`src/design/button_debounce_long_press_unit_assert.svh`:
```
// assertion macros for the button debounce unit
// used by the top level only, no other dependencies
`ifndef BUTTON_DEBOUNCE_LONG_PRESS_UNIT_ASSERT_SVH
`define BUTTON_DEBOUNCE_LONG_PRESS_UNIT_ASSERT_SVH

// clocked property, masked while reset is asserted
`define BDLP_ASSERT(lbl, clk_s, rst_s, prop, msg) \
	lbl: assert property (@(posedge clk_s) disable iff (!rst_s) prop) else $error(msg);

// clocked property that also holds during reset
`define BDLP_ASSERT_ALWAYS(lbl, clk_s, prop, msg) \
	lbl: assert property (@(posedge clk_s) prop) else $error(msg);

`endif

```
`src/design/bdlp_pkg.sv`:
```
// shared types, reset values and codes for the button debounce unit
// no dependencies
package bdlp_pkg;

	// register reset values
	localparam logic [15:0] DEBOUNCE_RST   = 16'd30;
	localparam logic [15:0] LONG_PRESS_RST = 16'd700;
	localparam logic [15:0] BLINK_RST      = 16'd500;
	localparam logic        LED_LOW_RST    = 1'b1;

	// configuration port widths
	localparam int CFG_IDX_W  = 8;
	localparam int CFG_DATA_W = 16;

	// register indexes
	localparam logic [CFG_IDX_W-1:0] REG_DEBOUNCE   = 8'd0;
	localparam logic [CFG_IDX_W-1:0] REG_LONG_PRESS = 8'd1;
	localparam logic [CFG_IDX_W-1:0] REG_BLINK      = 8'd2;
	localparam logic [CFG_IDX_W-1:0] REG_LED_LOW    = 8'd3;

	// event codes
	localparam logic [1:0] EV_NONE    = 2'd0;
	localparam logic [1:0] EV_PRESS   = 2'd1;
	localparam logic [1:0] EV_RELEASE = 2'd2;

	typedef struct packed {
		logic [15:0] settle_ms;
		logic [15:0] long_ms;
		logic [15:0] blink_half_ms;
		logic        led_active_low;
	} cfg_t;

	typedef struct packed {
		logic        raw_prev;
		logic        stable_level;
		logic [31:0] change_time;
		logic [31:0] press_time;
		logic [31:0] press_count;
		logic [31:0] bounce_count;
		logic        ring_state;
		logic        led_state;
		logic [31:0] blink_time;
	} state_t;

	typedef struct packed {
		logic [1:0]  event_res;
		logic [31:0] held_ms;
		logic        is_long;
		logic        ring_on;
		logic        led_pin;
		logic [31:0] press_total;
		logic [31:0] bounce_total;
	} result_t;

endpackage

```
`src/design/bdlp_step.sv`:
```
// next-state and result logic for one button sample
// depends on bdlp_pkg
module bdlp_step import bdlp_pkg::*; (
	input  state_t      st,
	input  cfg_t        regs,
	input  logic        raw,
	input  logic [31:0] now,
	output state_t      nxt,
	output result_t     res
);

	logic        flip;
	logic [31:0] since_change;
	logic [31:0] held;
	logic [31:0] since_blink;
	logic        accept;

	// raw flip tracking; a flip restarts the debounce window at zero
	assign flip         = raw != st.raw_prev;
	assign since_change = flip ? 32'd0 : now - st.change_time;
	assign accept       = (raw != st.stable_level) && (since_change >= {16'd0, regs.settle_ms});
	assign held         = now - st.press_time;
	assign since_blink  = now - st.blink_time;

	always_comb begin
		nxt = st;
		res = '0;
		res.event_res = EV_NONE;

		// flips against the stable level count as bounces
		if (flip) begin
			nxt.raw_prev    = raw;
			nxt.change_time = now;
			if (raw != st.stable_level) begin
				nxt.bounce_count = st.bounce_count + 32'd1;
			end
		end

		// debounced press or release
		if (accept) begin
			nxt.stable_level = raw;
			if (raw) begin
				nxt.press_time  = now;
				nxt.press_count = st.press_count + 32'd1;
				nxt.ring_state  = ~st.ring_state;
				res.event_res   = EV_PRESS;
			end else begin
				res.held_ms   = held;
				res.is_long   = held >= {16'd0, regs.long_ms};
				res.event_res = EV_RELEASE;
			end
		end

		// status led blink
		if (since_blink >= {16'd0, regs.blink_half_ms}) begin
			nxt.blink_time = now;
			nxt.led_state  = ~st.led_state;
		end

		res.ring_on      = nxt.ring_state;
		res.led_pin      = nxt.led_state ^ regs.led_active_low;
		res.press_total  = nxt.press_count;
		res.bounce_total = nxt.bounce_count;
	end

endmodule

```
`config.mk`:
```
export PLATFORM = sky130hd
export DESIGN_NAME = bdlp_step
export DESIGN_NICKNAME = d
export VERILOG_FILES = /design/src/design/button_debounce_long_press_unit_assert.svh /design/src/design/bdlp_pkg.sv /design/src/design/bdlp_step.sv
export SDC_FILE = /design/constraint.sdc
export NUM_CORES = 1
export LEC_CHECK = 0
export ABC_AREA = 1
export BUFFER_PORTS_ARGS = -buffer_cell sky130_fd_sc_hd__buf_2
export CORE_AREA = 2 2 196 198
export DETAILED_ROUTE_END_ITERATION = 16
export DIE_AREA = 0 0 198 200
export SETUP_SLACK_MARGIN = 0.2
export SLEW_MARGIN = 20
export SYNTH_ARGS = -nofsm -noshare
export SYNTH_HDL_FRONTEND = slang
export SYNTH_SLANG_ARGS = --single-unit
```
`constraint.sdc`:
```
create_clock -name vclk -period 14.2
set_input_delay 2.84 -clock vclk [all_inputs]
set_output_delay 2.84 -clock vclk [all_outputs]
set_load 0.01 [all_outputs]
```
* After elaboration in Yosys (flattened, before gate mapping) *
Index checks and enable logic that the tools add are counted.

storage, ports and cells
  bits in read-only memories = 0
  output and inout bits = 265
  latch bits = 0
  memory bits (writable) = 0
  memories kept = 0
  register bits after elaboration = 0
  logic and storage cells = 28
  bits of input ports = 246

operators by class
  magnitude comparators = 3
  eq/ne operators = 2
  add/subtract/negate cells = 5
  mux-type cells = 14
  reduce and logical (&&, ||, !) cells = 1
  divide/modulo/power cells = 0
  $mul = 0
  bitwise operators = 3
  shift operators = 0

operators by type and width
  operator                                        number
  two-way mux 32 bit                              4
  two-way mux 64 bit                              2
  >= comparator 32 x 16 -> 1 bit                  3
  subtractor 32 bit                               3
  two-way mux 33 bit                              2
  adder 32 x 1 -> 32 bit (second input constant)  2
  two-way mux 35 bit                              1
  two-way mux 1 bit                               4
  two-way mux 2 bit                               1
  != test 1 bit                                   2
  NOT 1 bit                                       2
  logical AND 1 bit                               1
  XOR 1 bit                                       1

* Logic depth before layout (Yosys ltp) *
  depth after elaboration = 5
  gate-level depth with buffers = 24
  mapped depth without buffers = 24

* Worst setup path after synthesis *
No wires, ideal clock.

  path kind = input-to-output
  from = input port now[0]
  to = output port res[34] (netlist name)
  data required time = 11.360 ns
  buffers on the path = 3
  data arrival time = 5.928 ns
  stages on the path = 21
  path slack = 5.432 ns
  path through = inv_1 > ha_1 > fa_1 > inv_1 > nand2_1 > o21ai_2 > nand2_1 > nand2_1 > o21ai_0 > a21oi_1 > ha_1 > nand2_1 > o21ai_0 > o21a_1 > o21ai_0 > nand3_1 > clkbuf_1 > clkbuf_1 > nand4_1 > nand2_1 > buf_4

RTL lines
  item                RTL line        RTL
  start: declaration  bdlp_step.sv:7  input logic [31:0] now,
  end: declaration    bdlp_step.sv:9  output result_t res

==> flow_summary.ini <==
[cells_and_area]
seq_cell_count = 0
area_delta_synth_final_pct = 20.0
ff_latch_area_um2 = 0
multi_input_comb_area_um2 = 10100
layout-drive-gt1-share = 0.200
fillers = 4264
utilization = 0.400
final_cell_area_um2 = 15000
layout.nets = 3236
clock_buffers = 0

[worst_setup_path]
crit_path_end_kind = primary output
worstPathCellList = buf_2 > inv_1 > ha_1 > inv_1 > nand3_1 > nand2_1 > nand2_1 > nand3_1 > nand2_1 > nand2_1 > xnor2_1 > nor2_1 > ha_1 > nand2_1 > nor2_1 > o21a_1 > o21ai_0 > nand3_2 > buf_4 > nand3_2 > nor2_1 > buf_2
worst_path_max_delay_cell = nand3_2
start_kind = input port
cp_data_arrival_time_ns = 7.81
critPathMaxFanout = 42
path_delay_family = simple AND/OR/NAND/NOR gates
criticalPathCategory = in -> out
path_buf_inv = 5
crit_required_ns = 11.36
crit_top_cell = nand2_1
critPathMaxStageDelay_ns = 0.63

[run_status]
status = completed

[run]
cap_violations = 0

[die]
die_h_um = 200
rows = 71
die_area_um2 = 39600
initial_core_util = 0.334
die_w_um = 198
core_area_um2 = 37400
io_pins = 511

[drt]
route.vias.total = 16800
vias_per_cell = 5.01
drtIter0Drc = 1307
detail_route.first_pass.iterations = 6
final_antenna_net_count = 0
drc = 0
wl_per_cell_um = 17.5
wirelength_um = 58700

[power_and_ir_drop]
p_total_uw = 694
peakVddDrop_mv = 0.0293
p_leak_uw = 0.00928
power_density_nw_per_um2 = 46.3

[placement]
io_buffers = 511
placement.cell_area_um2 = 15000
routabilityCongestion = 0.954
place_ws_ns = 3.36
hpwlAfterDp_um = 50800

[global_routing]
gr-total-overflow = 0
grt_max_degree = 62
antenna_found_initial = 3
first_global_vias = 15400
grt_pass1_wl_um = 85800
grt_util_all_layers = 0.279

[synth]
yosysSeqAreaShare = 0
avgSynthCellArea_um2 = 5.11
synth-simple-area-share = 0.461
yosysWarnings = 0
synthXorXnorAreaFrac = 0.0730
synth_mux_area_frac = 0
syn_area_um2 = 12500
synth_top_family_by_area = simple AND/OR/NAND/NOR gates
syn_nets = 2834
synth_compound_area_frac = 0.128
synth_fa_ha_area_frac = 0.150
ys_types = 42
synthCells = 2440

[timing]
final-setup-viol-count = 0
rsz0062_at_grt = no
fmax_mhz = 93.9
worst_slack_ns = 3.55
timing.setup.tns_ns = 0
min_period_over_period = 0.750
hold_viol_final = 0
tightest_slew_ns = 0.890
slew_headroom = 0.406
finalCriticalPeriod_ns = 10.65
maxSlewViolCount = 0

[worst_hold_path]
hp-class = in -> out

[cts]
cts_setup_buffers = 0
cts-resized-gates = 0
cts_hold_buf = 0
[per-stage QoR]
| stage | hold slack [ns] | instances |
|---|---|---|
| 6_report | 5.97 | 3352 |
| 5_1_grt | 5.99 | 3352 |
| 4_1_cts | 5.98 | 3351 |
| 3_5_place_dp | 5.98 | 3351 |
| 3_3_place_gp | 5.97 | 3351 |
| 2_1_floorplan | 5.77 | 2440 |
[kinds of logic after synthesis]
kind of cell	count (synthesis)
AO/OA/AOI/OAI	301
XOR/XNOR	104
adder cells (fa/ha/maj)	148
buffers and inverters	540
AND/OR/NAND/NOR	1347
[area by class of cell]
cell class                 instances  share of cell area
inverter                         424               0.106
multi-input combinational       1900               0.678
antenna                            1            0.000167
timing repair buffer             516               0.173
tap                              511              0.0427
[where the power goes]
part / total [uW] / switching, uW / internal (uW)
sequential: 0 / 0 / 0
clock: 0.00000946 / 0 / 0.00000945
combinational: 694 / 457 / 236
total: 694 / 457 / 236
[cell usage after synthesis, drive strengths merged]
cell	n	area (um2)
clkinv	1	3.75
nor2	249	1010
inv	423	1590
clkbuf	27	101
a31oi	1	6.26
o31ai	1	7.51
o211ai	3	22.5
ha	145	1810
and2	4	25.0
nand3	105	591
fa	3	60.1
a21boi	2	15.0
nor3	47	260
nand3b	7	52.6
o21ai	141	709
a21oi	127	636
xnor2	29	254
or2	4	25.0
o2111ai	1	8.76
nand4	97	613
xor2	75	657
buf	89	652
o21a	2	15.0
nor4	11	68.8
o21bai	12	90.1
a21o	6	45.0
nand2	823	3110
a211oi	5	37.5
[cells in the final DEF (no fill, tap or decap), types with 2 or more instances in the layout]
| cell type | instances |
|---|---|
| nand4_1 | 96 |
| nor3_1 | 42 |
| o21bai_1 | 12 |
| buf_2 | 511 |
| nand2_2 | 7 |
| nor4_1 | 11 |
| nor2_2 | 9 |
| buf_4 | 5 |
| fa_1 | 3 |
| a21boi_0 | 2 |
| and2_1 | 4 |
| a21o_1 | 6 |
| xor2_1 | 75 |
| o21ai_0 | 122 |
| inv_2 | 5 |
| a21oi_1 | 127 |
| nand3_1 | 92 |
| nor2_1 | 234 |
| or2_2 | 4 |
| o21ai_1 | 18 |
| o21a_1 | 2 |
| inv_1 | 418 |
| nand3_2 | 11 |
| a211oi_1 | 5 |
| o211ai_1 | 3 |
| nand2_1 | 816 |
| nand3b_1 | 7 |
| nor3_2 | 5 |
| xnor2_1 | 29 |
| ha_1 | 145 |
| nand3_4 | 2 |
| nor2_4 | 5 |
[layer usage]
metal,vias up,wire length (um),GRT usage
met5,-,27,0
met4,4,1980,0.0894
met3,98,3850,0.0262
met2,688,27100,0.478
met1,7514,25800,0.369
li1,8486,-,-
[path summary, 6_finish.rpt]
path | startpoint | endpoint | slack, ns | cells past startpoint
worst max-delay path | now[0] | res[83] | 3.55 | 22
worst min-delay path | st[65] | res[31] | 5.97 | 3
Note: power is estimated with default switching activity, not from simulation.
